File: src/srtn_pkg.sv
// Shared types and fixed field widths for the SRTN schedule simulator.
// No dependencies; imported by the controller, the datapath and the top level.
package srtn_pkg;

  localparam int ARR_W      = 16;
  localparam int BURST_W    = 16;
  localparam int TIME_W     = 23;
  localparam int JOB_IDX_W  = 6;
  localparam int IN_DATA_W  = 32;
  localparam int OUT_DATA_W = 112;
  localparam int OUT_USED_W = JOB_IDX_W + ARR_W + BURST_W + 3 * TIME_W;
  localparam int OUT_PAD_W  = OUT_DATA_W - OUT_USED_W;

  // commands from the controller to the datapath
  typedef struct packed {
    logic load;       // write one job into the stores
    logic run_start;  // zero the clock, clear the scan results
    logic scan_rd;    // read one entry for the scan
    logic span;       // work out how far the chosen job runs
    logic update;     // advance the clock, charge the chosen job
    logic rep_rd;     // read one entry for the report
    logic rep_calc;   // form the turnaround time
    logic out_load;   // load the output register
    logic out_last;   // the item being loaded is the final report
  } srtn_cmd_t;

  // status from the datapath to the controller
  typedef struct packed {
    logic job_done;   // the chosen job finishes in this update
  } srtn_stat_t;

endpackage

File: src/srtn_schedule_simulator.sv
// Top level of the SRTN schedule simulator: stream ports, field packing.
// Depends on srtn_pkg, srtn_ctrl and srtn_dp.
//
// Each input item loads one job (arrival time, burst length; a zero burst
// counts as one unit); the item with tlast set loads its job, if there is
// room, and starts the run. Jobs beyond MAX_JOBS are dropped. The run then
// simulates preemptive shortest-remaining-time scheduling, ties going to the
// earlier arrival and then to the lower index, and finally one result item
// per job is sent in index order, tlast marking the last. Loading takes an
// item whenever one is offered. The run advances in events: each event is a
// scan of the N held jobs through one comparator, reading one store entry per
// cycle, then a span step and an update step; a run has at most 2N events
// (each job finishes once, each arrival interrupts once). Each job's report
// passes a store read, the turnaround step and the output register, which
// waits while the sink stalls. No input is taken from the last item until the
// final result sits in the output register, after which loading resumes while
// that result waits to be taken.
module srtn_schedule_simulator import srtn_pkg::*; #(
  parameter int MAX_JOBS = 16
) (
  input  logic                  clk,
  input  logic                  rst_n,
  input  logic                  in_tvalid,
  output logic                  in_tready,
  input  logic [IN_DATA_W-1:0]  in_tdata,   // arrival_time, burst_length
  input  logic                  in_tlast,   // is_last
  output logic                  out_tvalid,
  input  logic                  out_tready,
  // job_index, arrival_echo, burst_echo, completion_time, turnaround_time,
  // waiting_time, zero fill
  output logic [OUT_DATA_W-1:0] out_tdata,
  output logic                  out_tlast   // final_report
);

  localparam int IW = (MAX_JOBS > 1) ? $clog2(MAX_JOBS) : 1;
  localparam int CW = $clog2(MAX_JOBS + 1);

  srtn_cmd_t            cmd;
  srtn_stat_t           stat;
  logic [IW-1:0]        addr;
  logic [JOB_IDX_W-1:0] o_idx;
  logic [ARR_W-1:0]     o_arr;
  logic [BURST_W-1:0]   o_burst;
  logic [TIME_W-1:0]    o_comp, o_tat, o_wait;

  srtn_ctrl #(
    .MAX_JOBS (MAX_JOBS),
    .IW       (IW),
    .CW       (CW)
  ) u_ctrl (
    .clk        (clk),
    .rst_n      (rst_n),
    .in_tvalid  (in_tvalid),
    .in_tlast   (in_tlast),
    .in_tready  (in_tready),
    .out_tready (out_tready),
    .out_tvalid (out_tvalid),
    .stat       (stat),
    .cmd        (cmd),
    .addr       (addr)
  );

  srtn_dp #(
    .MAX_JOBS (MAX_JOBS),
    .IW       (IW)
  ) u_dp (
    .clk         (clk),
    .rst_n       (rst_n),
    .cmd         (cmd),
    .addr        (addr),
    .in_arrival  (in_tdata[ARR_W-1:0]),
    .in_burst    (in_tdata[ARR_W+BURST_W-1:ARR_W]),
    .stat        (stat),
    .out_idx     (o_idx),
    .out_arrival (o_arr),
    .out_burst   (o_burst),
    .out_comp    (o_comp),
    .out_tat     (o_tat),
    .out_wait    (o_wait),
    .out_last    (out_tlast)
  );

  // pack fields from the lowest bit up
  assign out_tdata = {OUT_PAD_W'(0), o_wait, o_tat, o_comp, o_burst, o_arr, o_idx};

  // store port is shared: one access kind per cycle
  a_port_excl: assert property (@(posedge clk) disable iff (!rst_n)
    $onehot0({cmd.load, cmd.scan_rd, cmd.rep_rd}))
    else $error("store accessed for two purposes at once");

  // a job is written only for an accepted item
  a_load_acc: assert property (@(posedge clk) disable iff (!rst_n)
    cmd.load |-> (in_tvalid && in_tready))
    else $error("job loaded without an accepted item");

  // the last item starts the run, so loading stops
  a_run_start: assert property (@(posedge clk) disable iff (!rst_n)
    (in_tvalid && in_tready && in_tlast) |=> !in_tready)
    else $error("input still taken after the last item");

  // a loaded result is offered on the next cycle
  a_out_load: assert property (@(posedge clk) disable iff (!rst_n)
    cmd.out_load |=> out_tvalid)
    else $error("output register loaded but not offered");

endmodule

File: src/srtn_ctrl.sv
// Sequencer of the SRTN schedule simulator: load, scan, span, update, report.
// Depends on srtn_pkg; drives the command struct of srtn_dp.
module srtn_ctrl import srtn_pkg::*; #(
  parameter int MAX_JOBS = 16,
  parameter int IW       = 4,
  parameter int CW       = 5
) (
  input  logic          clk,
  input  logic          rst_n,
  input  logic          in_tvalid,
  input  logic          in_tlast,
  output logic          in_tready,
  input  logic          out_tready,
  output logic          out_tvalid,
  input  srtn_stat_t    stat,
  output srtn_cmd_t     cmd,
  output logic [IW-1:0] addr
);

  typedef enum logic [2:0] {
    S_LOAD, S_SCAN, S_SPAN, S_UPDATE, S_RD, S_CALC, S_EMIT
  } state_t;

  state_t        state_r, state_nxt;
  logic [CW-1:0] cnt_r, cnt_nxt;
  logic [CW-1:0] fin_cnt_r, fin_cnt_nxt;
  logic [CW-1:0] idx_r, idx_nxt;
  logic          out_vld_r, out_vld_nxt;
  logic          last_job;

  assign last_job   = (idx_r == cnt_r - CW'(1));
  assign in_tready  = (state_r == S_LOAD);
  assign out_tvalid = out_vld_r;
  assign addr       = (state_r == S_LOAD) ? cnt_r[IW-1:0] : idx_r[IW-1:0];

  always_comb begin
    state_nxt   = state_r;
    cnt_nxt     = cnt_r;
    fin_cnt_nxt = fin_cnt_r;
    idx_nxt     = idx_r;
    cmd         = '0;
    out_vld_nxt = out_vld_r & ~out_tready;
    case (state_r)
      S_LOAD: begin
        if (in_tvalid) begin
          // drop the job when the stores are full
          if (cnt_r < CW'(MAX_JOBS)) begin
            cmd.load = 1'b1;
            cnt_nxt  = cnt_r + CW'(1);
          end
          if (in_tlast) begin
            cmd.run_start = 1'b1;
            fin_cnt_nxt   = '0;
            idx_nxt       = '0;
            state_nxt     = S_SCAN;
          end
        end
      end
      S_SCAN: begin
        if (idx_r < cnt_r) begin
          cmd.scan_rd = 1'b1;
          idx_nxt     = idx_r + CW'(1);
        end else begin
          state_nxt = S_SPAN;
        end
      end
      S_SPAN: begin
        cmd.span  = 1'b1;
        state_nxt = S_UPDATE;
      end
      S_UPDATE: begin
        cmd.update = 1'b1;
        idx_nxt    = '0;
        state_nxt  = S_SCAN;
        if (stat.job_done) begin
          fin_cnt_nxt = fin_cnt_r + CW'(1);
          if (fin_cnt_r + CW'(1) == cnt_r) begin
            state_nxt = S_RD;
          end
        end
      end
      S_RD: begin
        cmd.rep_rd = 1'b1;
        state_nxt  = S_CALC;
      end
      S_CALC: begin
        cmd.rep_calc = 1'b1;
        state_nxt    = S_EMIT;
      end
      S_EMIT: begin
        if (!out_vld_r || out_tready) begin
          cmd.out_load = 1'b1;
          cmd.out_last = last_job;
          out_vld_nxt  = 1'b1;
          if (last_job) begin
            cnt_nxt   = '0;
            state_nxt = S_LOAD;
          end else begin
            idx_nxt   = idx_r + CW'(1);
            state_nxt = S_RD;
          end
        end
      end
      default: begin
        state_nxt = S_LOAD;
      end
    endcase
  end

  always_ff @(posedge clk) begin
    if (!rst_n) begin
      state_r   <= S_LOAD;
      cnt_r     <= '0;
      fin_cnt_r <= '0;
      idx_r     <= '0;
      out_vld_r <= 1'b0;
    end else begin
      state_r   <= state_nxt;
      cnt_r     <= cnt_nxt;
      fin_cnt_r <= fin_cnt_nxt;
      idx_r     <= idx_nxt;
      out_vld_r <= out_vld_nxt;
    end
  end

endmodule

File: src/srtn_dp.sv
// Datapath of the SRTN schedule simulator: job stores, scan comparator,
// scheduling clock and report arithmetic. Depends on srtn_pkg.
module srtn_dp import srtn_pkg::*; #(
  parameter int MAX_JOBS = 16,
  parameter int IW       = 4
) (
  input  logic                 clk,
  input  logic                 rst_n,
  input  srtn_cmd_t            cmd,
  input  logic [IW-1:0]        addr,
  input  logic [ARR_W-1:0]     in_arrival,
  input  logic [BURST_W-1:0]   in_burst,
  output srtn_stat_t           stat,
  output logic [JOB_IDX_W-1:0] out_idx,
  output logic [ARR_W-1:0]     out_arrival,
  output logic [BURST_W-1:0]   out_burst,
  output logic [TIME_W-1:0]    out_comp,
  output logic [TIME_W-1:0]    out_tat,
  output logic [TIME_W-1:0]    out_wait,
  output logic                 out_last
);

  logic [ARR_W-1:0]   arr_mem   [MAX_JOBS];
  logic [BURST_W-1:0] burst_mem [MAX_JOBS];
  logic [BURST_W-1:0] rem_mem   [MAX_JOBS];
  logic [TIME_W-1:0]  fin_mem   [MAX_JOBS];

  logic [ARR_W-1:0]    arr_q;
  logic [BURST_W-1:0]  burst_q, rem_q;
  logic [TIME_W-1:0]   fin_q;
  logic [IW-1:0]       rd_idx_r;
  logic                scan_vld_r;
  logic [MAX_JOBS-1:0] done_flag_r;

  logic [TIME_W-1:0]  clock_r;
  logic               best_vld_r;
  logic [IW-1:0]      best_idx_r;
  logic [BURST_W-1:0] best_rem_r;
  logic [ARR_W-1:0]   best_arr_r;
  logic               nxt_vld_r;
  logic [ARR_W-1:0]   nxt_arr_r;
  logic [BURST_W-1:0] span_r;
  logic               fin_now_r;
  logic [TIME_W-1:0]  tat_r;

  logic [BURST_W-1:0] burst_fix;
  logic               is_done, is_ready, is_future, better, sooner;
  logic [TIME_W-1:0]  gap, clock_sum;
  logic               take_gap;
  logic [BURST_W-1:0] rem_new;

  // zero burst runs as one unit
  assign burst_fix = (in_burst == '0) ? BURST_W'(1) : in_burst;

  assign is_done   = done_flag_r[rd_idx_r];
  assign is_ready  = !is_done && (TIME_W'(arr_q) <= clock_r);
  assign is_future = !is_done && (TIME_W'(arr_q) > clock_r);
  assign better    = !best_vld_r || (rem_q < best_rem_r) ||
                     ((rem_q == best_rem_r) && (arr_q < best_arr_r));
  assign sooner    = !nxt_vld_r || (arr_q < nxt_arr_r);

  assign gap       = TIME_W'(nxt_arr_r) - clock_r;
  assign take_gap  = nxt_vld_r && (gap < TIME_W'(best_rem_r));
  assign clock_sum = clock_r + TIME_W'(span_r);
  assign rem_new   = best_rem_r - span_r;

  assign stat.job_done = cmd.update && best_vld_r && fin_now_r;

  // stores, written and read in one clocked block
  always_ff @(posedge clk) begin
    if (cmd.load) begin
      arr_mem[addr]   <= in_arrival;
      burst_mem[addr] <= burst_fix;
      rem_mem[addr]   <= burst_fix;
    end else if (cmd.update && best_vld_r) begin
      rem_mem[best_idx_r] <= rem_new;
    end
    if (stat.job_done) begin
      fin_mem[best_idx_r] <= clock_sum;
    end
    if (cmd.scan_rd || cmd.rep_rd) begin
      arr_q    <= arr_mem[addr];
      burst_q  <= burst_mem[addr];
      rem_q    <= rem_mem[addr];
      fin_q    <= fin_mem[addr];
      rd_idx_r <= addr;
    end
  end

  // scan results, done flags and clock
  always_ff @(posedge clk) begin
    if (!rst_n) begin
      scan_vld_r  <= 1'b0;
      done_flag_r <= '0;
      best_vld_r  <= 1'b0;
      nxt_vld_r   <= 1'b0;
      clock_r     <= '0;
    end else begin
      scan_vld_r <= cmd.scan_rd;
      if (cmd.load) begin
        done_flag_r[addr] <= 1'b0;
      end else if (stat.job_done) begin
        done_flag_r[best_idx_r] <= 1'b1;
      end
      if (cmd.run_start) begin
        clock_r <= '0;
      end else if (cmd.update) begin
        // advance by the span; in an idle stretch jump to the next arrival
        clock_r <= best_vld_r ? clock_sum : TIME_W'(nxt_arr_r);
      end
      if (cmd.run_start || cmd.update) begin
        best_vld_r <= 1'b0;
        nxt_vld_r  <= 1'b0;
      end else if (scan_vld_r) begin
        if (is_ready && better) begin
          best_vld_r <= 1'b1;
        end
        if (is_future && sooner) begin
          nxt_vld_r <= 1'b1;
        end
      end
    end
  end

  always_ff @(posedge clk) begin
    if (scan_vld_r && is_ready && better) begin
      best_idx_r <= rd_idx_r;
      best_rem_r <= rem_q;
      best_arr_r <= arr_q;
    end
    if (scan_vld_r && is_future && sooner) begin
      nxt_arr_r <= arr_q;
    end
    if (cmd.span) begin
      // run until the job ends or the next arrival, whichever comes first
      span_r    <= take_gap ? gap[BURST_W-1:0] : best_rem_r;
      fin_now_r <= !take_gap;
    end
    if (cmd.rep_calc) begin
      tat_r <= fin_q - TIME_W'(arr_q);
    end
    if (cmd.out_load) begin
      out_idx     <= JOB_IDX_W'(rd_idx_r);
      out_arrival <= arr_q;
      out_burst   <= burst_q;
      out_comp    <= fin_q;
      out_tat     <= tat_r;
      out_wait    <= tat_r - TIME_W'(burst_q);
      out_last    <= cmd.out_last;
    end
  end

endmodule

File: config.mk
export PLATFORM = sky130hd
export DESIGN_NAME = srtn_schedule_simulator
export DESIGN_NICKNAME = d
export VERILOG_FILES = /design/src/srtn_pkg.sv /design/src/srtn_schedule_simulator.sv /design/src/srtn_ctrl.sv /design/src/srtn_dp.sv
export SDC_FILE = /design/constraint.sdc
export NUM_CORES = 2
export LEC_CHECK = 0
export ABC_CLOCK_PERIOD_IN_PS = 18480
export BUFFER_PORTS_ARGS = -buffer_cell sky130_fd_sc_hd__buf_2
export CORE_MARGIN = 8
export CORE_UTILIZATION = 40
export CTS_CLUSTER_SIZE = 28
export DETAILED_ROUTE_END_ITERATION = 6
export SLEW_MARGIN = 30
export SYNTH_ARGS = -nofsm -noshare
export SYNTH_HDL_FRONTEND = slang
export SYNTH_SLANG_ARGS = --single-unit
File: constraint.sdc
create_clock -name clk -period 18.48 [get_ports clk]
set_input_delay 1.848 -clock clk [delete_from_list [all_inputs] [get_ports clk]]
set_output_delay 1.848 -clock clk [all_outputs]
set_load 0.02 [all_outputs]
# Word-level counts from Yosys, hierarchy flattened
# Memory sizes are Yosys's and may differ from the RTL's. A register that Yosys moved wholly into a read port is not among the register bits.
# Index checks and enable logic that the tools add are counted.
# Widths: inputs -> output; s select.
dict set report word_totals {
  ff_bits 263
  latchBits 0
  ram_bits 1136
  rom_bits 0
  input_bits 37
  out_inout_bits 115
  elab_cells 173
  n_memories 4
}
# name words width rd rd_ports_with_merged_regs write_ports line
set mem_list {}
lappend mem_list {u_dp.fin_mem 16 23 1 1 1 srtn_dp.sv:26} ;# logic [TIME_W-1:0] fin_mem [MAX_JOBS];
lappend mem_list {u_dp.arr_mem 16 16 1 1 1 srtn_dp.sv:23} ;# logic [ARR_W-1:0] arr_mem [MAX_JOBS];
lappend mem_list {u_dp.burst_mem 16 16 1 1 1 srtn_dp.sv:24} ;# logic [BURST_W-1:0] burst_mem [MAX_JOBS];
lappend mem_list {u_dp.rem_mem 16 16 1 1 1 srtn_dp.sv:25} ;# logic [BURST_W-1:0] rem_mem [MAX_JOBS];
dict set report classes {
  addsub 9
  multipliers 0
  div_mod_pow 0
  n_lt_le_gt_ge 13
  eq_ne 18
  shift 0
  muxes 57
  bitwise_logic 6
  n_reduce_logical 41
}
# cell count
set op_table {}
lappend op_table {{$mux 16} 5}
lappend op_table {{$mux 5} 10}
lappend op_table {{$lt 16x16->1} 3}
lappend op_table {{$sub 23x16->23} 2}
lappend op_table {{$add 23x16->23} 1}
lappend op_table {{$gt 16x23->1} 1}
lappend op_table {{$le 16x23->1} 1}
lappend op_table {{$lt 23x16->1} 1}
lappend op_table {{$mux 23} 1}
lappend op_table {{$sub 16x23->23} 1}
lappend op_table {{$mux 1} 21}
lappend op_table {{$mux 3} 7}
lappend op_table {{$pmux 3 s7} 1}
lappend op_table {{$pmux 5 s2} 2}
lappend op_table {{$pmux 5 s4} 1}
lappend op_table {{$and 16x16->16} 1}
lappend op_table {{$eq 16x16->1} 1}
lappend op_table {{$logic_not 16->1} 1}
lappend op_table {{$not 16->16} 1}
lappend op_table {{$or 16x16->16} 1}
lappend op_table {{$reduce_or 16->1} 1}
lappend op_table {{$sub 16x16->16} 1}
lappend op_table {{$add 5x1->5 const B} 3}
lappend op_table {{$lt 4x5->1 const B} 3}
lappend op_table {{27 further kinds} 73}

# Longest topological paths before layout
dict set report depth {
  ltp_word 9
  depth_mapped 22
  depth_no_buf 21
}

# Modules after synthesis
# From an unflattened synthesis, not the netlist that was laid out.
dict set report unflattened {
  hier_cells 3290
  area_unflattened_um2 61146.1
}
# mod n_inst cells_each area_each_um2 seq_area_each_um2
set by_module_without_submodules {}
lappend by_module_without_submodules {srtn_dp 1 3101 59587.1 43151.4}
lappend by_module_without_submodules {srtn_ctrl 1 183 1517.7 380.4}
lappend by_module_without_submodules {srtn_schedule_simulator 1 6 41.3 0.0}

# Worst setup path before layout
# Ideal clock, no wire load.
dict set report synth_timing {
  kind {input to register}
  start {input out_tready}
  end {register u_ctrl.cnt_r[1]}
  setup_time_ps 115
  arrival_time_ps 7921
  required_time_ps 18365
  path_slack_ps 10444
  cell_stages 7
  n_path_buf 0
  path_cell_list {nand2b_1 nor2b_1 nand2_1 nand2_1 nor2_1 a31o_2 and2_1}
}
dict set report synth_via {
  elab_chain_cells 3
}
# item line
set synth_rtl {}
lappend synth_rtl {{start: declaration} srtn_schedule_simulator.sv:28} ;# input logic out_tready,
lappend synth_rtl {{$logic_or 1x1->1} srtn_ctrl.sv:91} ;# if (!out_vld_r || out_tready) begin
lappend synth_rtl {{$ne 2x1->1 (no source line)} -}
lappend synth_rtl {{$reduce_and 5->1 (no source line)} -}
lappend synth_rtl {{end signal: assignment} srtn_ctrl.sv:119} ;# cnt_r <= cnt_nxt;
lappend synth_rtl {{end: declaration} srtn_ctrl.sv:25} ;# logic [CW-1:0] cnt_r, cnt_nxt;
# No other way between the ends.
# A chain may end at the register's enable or synchronous reset.

# Final worst setup path
dict set report layout_timing {
  start {register u_ctrl.state_r[2]}
  end {register u_dp.arr_q[5] (read register of u_dp.arr_mem), data pin}
}
dict set report layout_via {
  elab_chain_cells 3
  word_cells_on_any_way 7
  cone_classes {2 x eq/ne; 3 x mux; 2 x reduce/logical}
}
# item line
set layout_rtl {}
lappend layout_rtl {{start: declaration} srtn_ctrl.sv:24} ;# state_t state_r, state_nxt;
lappend layout_rtl {{start signal: assignment} srtn_ctrl.sv:118} ;# state_r <= state_nxt;
lappend layout_rtl {{$eq 3x1->1 or $eq 3x3->1 (tied branches)} srtn_ctrl.sv:43} ;# case (state_r)
lappend layout_rtl {{$mux 1} srtn_ctrl.sv:43}
lappend layout_rtl {{$logic_or 1x1->1} srtn_dp.sv:81} ;# if (cmd.scan_rd || cmd.rep_rd) begin
lappend layout_rtl {{end: declaration} srtn_dp.sv:28} ;# logic [ARR_W-1:0] arr_q;
# Parallel ways exist; a longest one is shown, timed or not.

==> impl_metrics.csv <==
group,metric,value,unit
status,outcome,"complete, no violations",
flow_run,cap_violations,0,
worst_setup_path,start_kind,"flip-flop",
floorplanning,die_height,411,um
logic_synthesis,synth_seq_cells,1470,
clock_network,cts_tree,"yes",
clock_network,htree_num_levels,4,
pwr,seqPwrFrac,0.456,
floorplanning,die_area,0.169,sq mm
pwr,switchingPower,2.58,mW
grt,grt_start_max_net_pins,171,
detailed_routing,routed_via_density,5.56,
placement,gp_congestion,0.847,
clock_network,clockRootBuffer,"clkbuf_16",
logic_synthesis,yosysTopAreaCellShare,0.677,
worst_setup_path,slowest_delay,0.75,ns
worst_setup_path,criticalPathCategory,"flip-flop to flip-flop",
final_layout,area_growth,13.6,%
pwr,combinationalPowerShare,0.199,
timing,finalHoldViolations,0,
logic_synthesis,synthDistinctLibCells,72,
logic_synthesis,synthArstFlopShare,0,
worst_setup_path,crit_chain,"nor3_4 > mux2i_4 > buf_4 > buf_4 > buf_12 > buf_4 > nand2_1 > and3_1 > a311oi_1 > a311oi_1 > a31oi_1",
clock_network,clk-insertion-delay-late,0.80,ns
floorplanning,ioPinCount,152,
floorplanning,fp.dieW,411,um
timing,max_slew.worst_pin.slew,1.02,ns
pwr,ir_worst_vdd,0.0950,mV
worst_setup_path,crit_family,"buffers and inverters",
timing,clock-skew-final,0.0498,ns
clock_network,clockBufferDepth,3,
floorplanning,row_count,145,
logic_synthesis,yosys-top-cells-count,"1409 x edfxtp_1, 1229 x nand2_1, 615 x nand3_1, 224 x clkbuf_1, 165 x ha_1",
clock_network,hold_buffers,0,
pwr,powerDensity,121,mW/mm^2
detailed_routing,drt_wl_total,179000,um
logic_synthesis,synth_flop_cell,"edfxtp_1",
logic_synthesis,post_synth.cell_area_avg,12.5,sq um
grt,track_usage,0.205,
pwr,total_power,8.58,mW
grt,grt_antenna_before_repair,20,
clock_network,post_cts_resized,0,
timing,finalSetupTns,0,ns
timing,max-slew-margin-rel,0.316,
logic_synthesis,yosysMostFrequentCell,"edfxtp_1",
worst_setup_path,crit_top_cell,"buf_4",
worst_setup_path,slowest_stage,"buf_4",
logic_synthesis,netlist_area,0.0625,sq mm
placement,post-place-ws,12.48,ns
pwr,clkPwrFrac,0.345,
pwr,p_sw_frac,0.300,
timing,fin_crit,5.85,ns
grt,grt_overflow,0,
detailed_routing,drt_iter0_drc,4311,
clock_network,cts_buffers,152,
detailed_routing,drcViolationCount,0,
logic_synthesis,synth.area.top_cells,"edfxtp_1 68%, nand2_1 7.4%, nand3_1 4.9%",
grt,grt_pass1_wl,259000,um
logic_synthesis,synth_edf_count,1409,
worst_setup_path,cp.required,19.08,ns
hold_path,hold_class,"flip-flop to flip-flop",
final_layout,drive_gt1_frac,0.110,
timing,slew_violations,0,
placement,dp_hpwl,106000,um
clock_network,cts_setup_buffers,0,
timing,worst_slack,12.63,ns
floorplanning,coreArea,0.156,sq mm
timing,setup_viol,0,
worst_setup_path,cp_max_fo,170,
pwr,p_leak,25.2,nW
detailed_routing,vias,40700,
detailed_routing,routedWlPerCell,24.6,um
pwr,intPower,6.00,mW
clock_network,clk_pin_slew_worst_paths,0.06,ns
logic_synthesis,yosysSeqAreaShare,0.697,
timing,rsz0062_at_grt,"false",
logic_synthesis,yosysTopAreaCell,"edfxtp_1",
final_layout,nets,5334,
detailed_routing,drt_pre_antenna_iters,5,
clock_network,cts_sinks,1470,
logic_synthesis,yosys_warnings,0,
grt,grt_pass1_vias,38800,
worst_setup_path,path_buf_inv,4,
detailed_routing,final_antenna_net_count,0,
logic_synthesis,synthCells,5001,
worst_setup_path,end_kind,"flip-flop",
floorplanning,start_util,0.401,
timing,max_freq,171,MHz
placement,numPortBuffers,144,
timing,period_share,0.316,
worst_setup_path,cp.arrival,6.45,ns
## through the flow
step | cells | area, sq um | util | hold WS (ns)
after CTS | 7302 | 70900 | 0.455 | 0.460
final | 7310 | 71000 | 0.456 | 0.460
after global routing | 7307 | 70900 | 0.456 | 0.463
after detailed placement | 7031 | 66200 | 0.425 | 0.444
after floorplan | 5007 | 62500 | - | 0.426
after global placement | 7021 | 65800 | 0.423 | 0.443
## cell families after synthesis
family                   after synthesis  share of synthesized area
AO/OA/AOI/OAI                        547                     0.0620
XOR/XNOR                              98                     0.0137
adder cells (fa/ha/maj)              170                     0.0347
buffers and inverters                438                     0.0277
flip-flops                          1470                      0.697
multiplexers                          39                    0.00809
other                                  1                  0.0000600
AND/OR/NAND/NOR                     2238                      0.157
## power by group through the flow
| stage | combinational, mW | clock (mW) | sequential [mW] |
|---|---|---|---|
| CTS | 1.71 | 3.01 | 3.91 |
| global placement | 1.68 | 0 | 3.98 |
| floorplan | 1.22 | 0 | 3.93 |
| global route | 1.90 | 3.13 | 3.91 |
| detailed placement | 1.71 | 0 | 3.98 |
| finish | 1.71 | 2.96 | 3.91 |
## area by class of cell
class / instances / area (sq um)
well taps: 2058 / 2570
clock inverters: 79 / 696
multi-input cells: 3099 / 17700
diodes: 8 / 20.0
fillers: 13900 / 84700
repair buffers: 259 / 1830
clock buffers: 192 / 4050
inverters: 145 / 564
flip-flops and latches: 1470 / 43500
## per-layer routing
metal	track usage	vias up	wire, um	part of all wire
met5	0	-	0	0
met1	0.272	20200	73500	0.41
met4	0.0788	0	6580	0.037
met3	0.0493	324	15600	0.087
met2	0.328	1610	83800	0.47
li1	-	18500	-	-
## path summary, 6_finish.rpt
kind,slack [ns],start,endpoint,cells after the start
hold reg to reg,0.46,u_dp.rem_q[4],u_dp.best_rem_r[4],0
hold / removal,0.46,u_dp.rem_q[4],u_dp.best_rem_r[4],0
setup reg to reg,12.63,u_ctrl.state_r[2],u_dp.arr_q[5],11
setup / recovery,12.63,u_ctrl.state_r[2],u_dp.arr_q[5],11
## flip-flops by register name, indices dropped and copies added (netlist names), 23 cells and up
register and flops:
u_dp.burst_mem 256, u_dp.out_wait 23, u_dp.arr_mem 256, u_dp.tat_r 23, u_dp.out_comp 23, u_dp.clock_r 23, u_dp.fin_q 23, u_dp.rem_mem 256
u_dp.out_tat 23, u_dp.fin_mem 368
## cell usage in the layout, fill, tap and decap left out, drive strengths merged, types with 8 or more instances in the layout
master  count
nor4       14
o21a       25
a31oi      83
a21o       39
ha        165
diode       8
mux2i      16
nand4      18
or3        13
and3       78
nor2b      26
inv       152
a21oi      77
clkinv     60
clkbuf    192
and2       13
mux2       18
nor2      147
a211oi     25
xor2       37
nand2b     25
a311oi    143
o21ai      85
a21boi      8
buf       259
edfxtp   1409
dfxtp      61
nor3       40
o211ai     10
o31ai       8
nand2    1229
nand3     615
xnor2      61
Note: power is estimated with default switching activity, not from simulation.
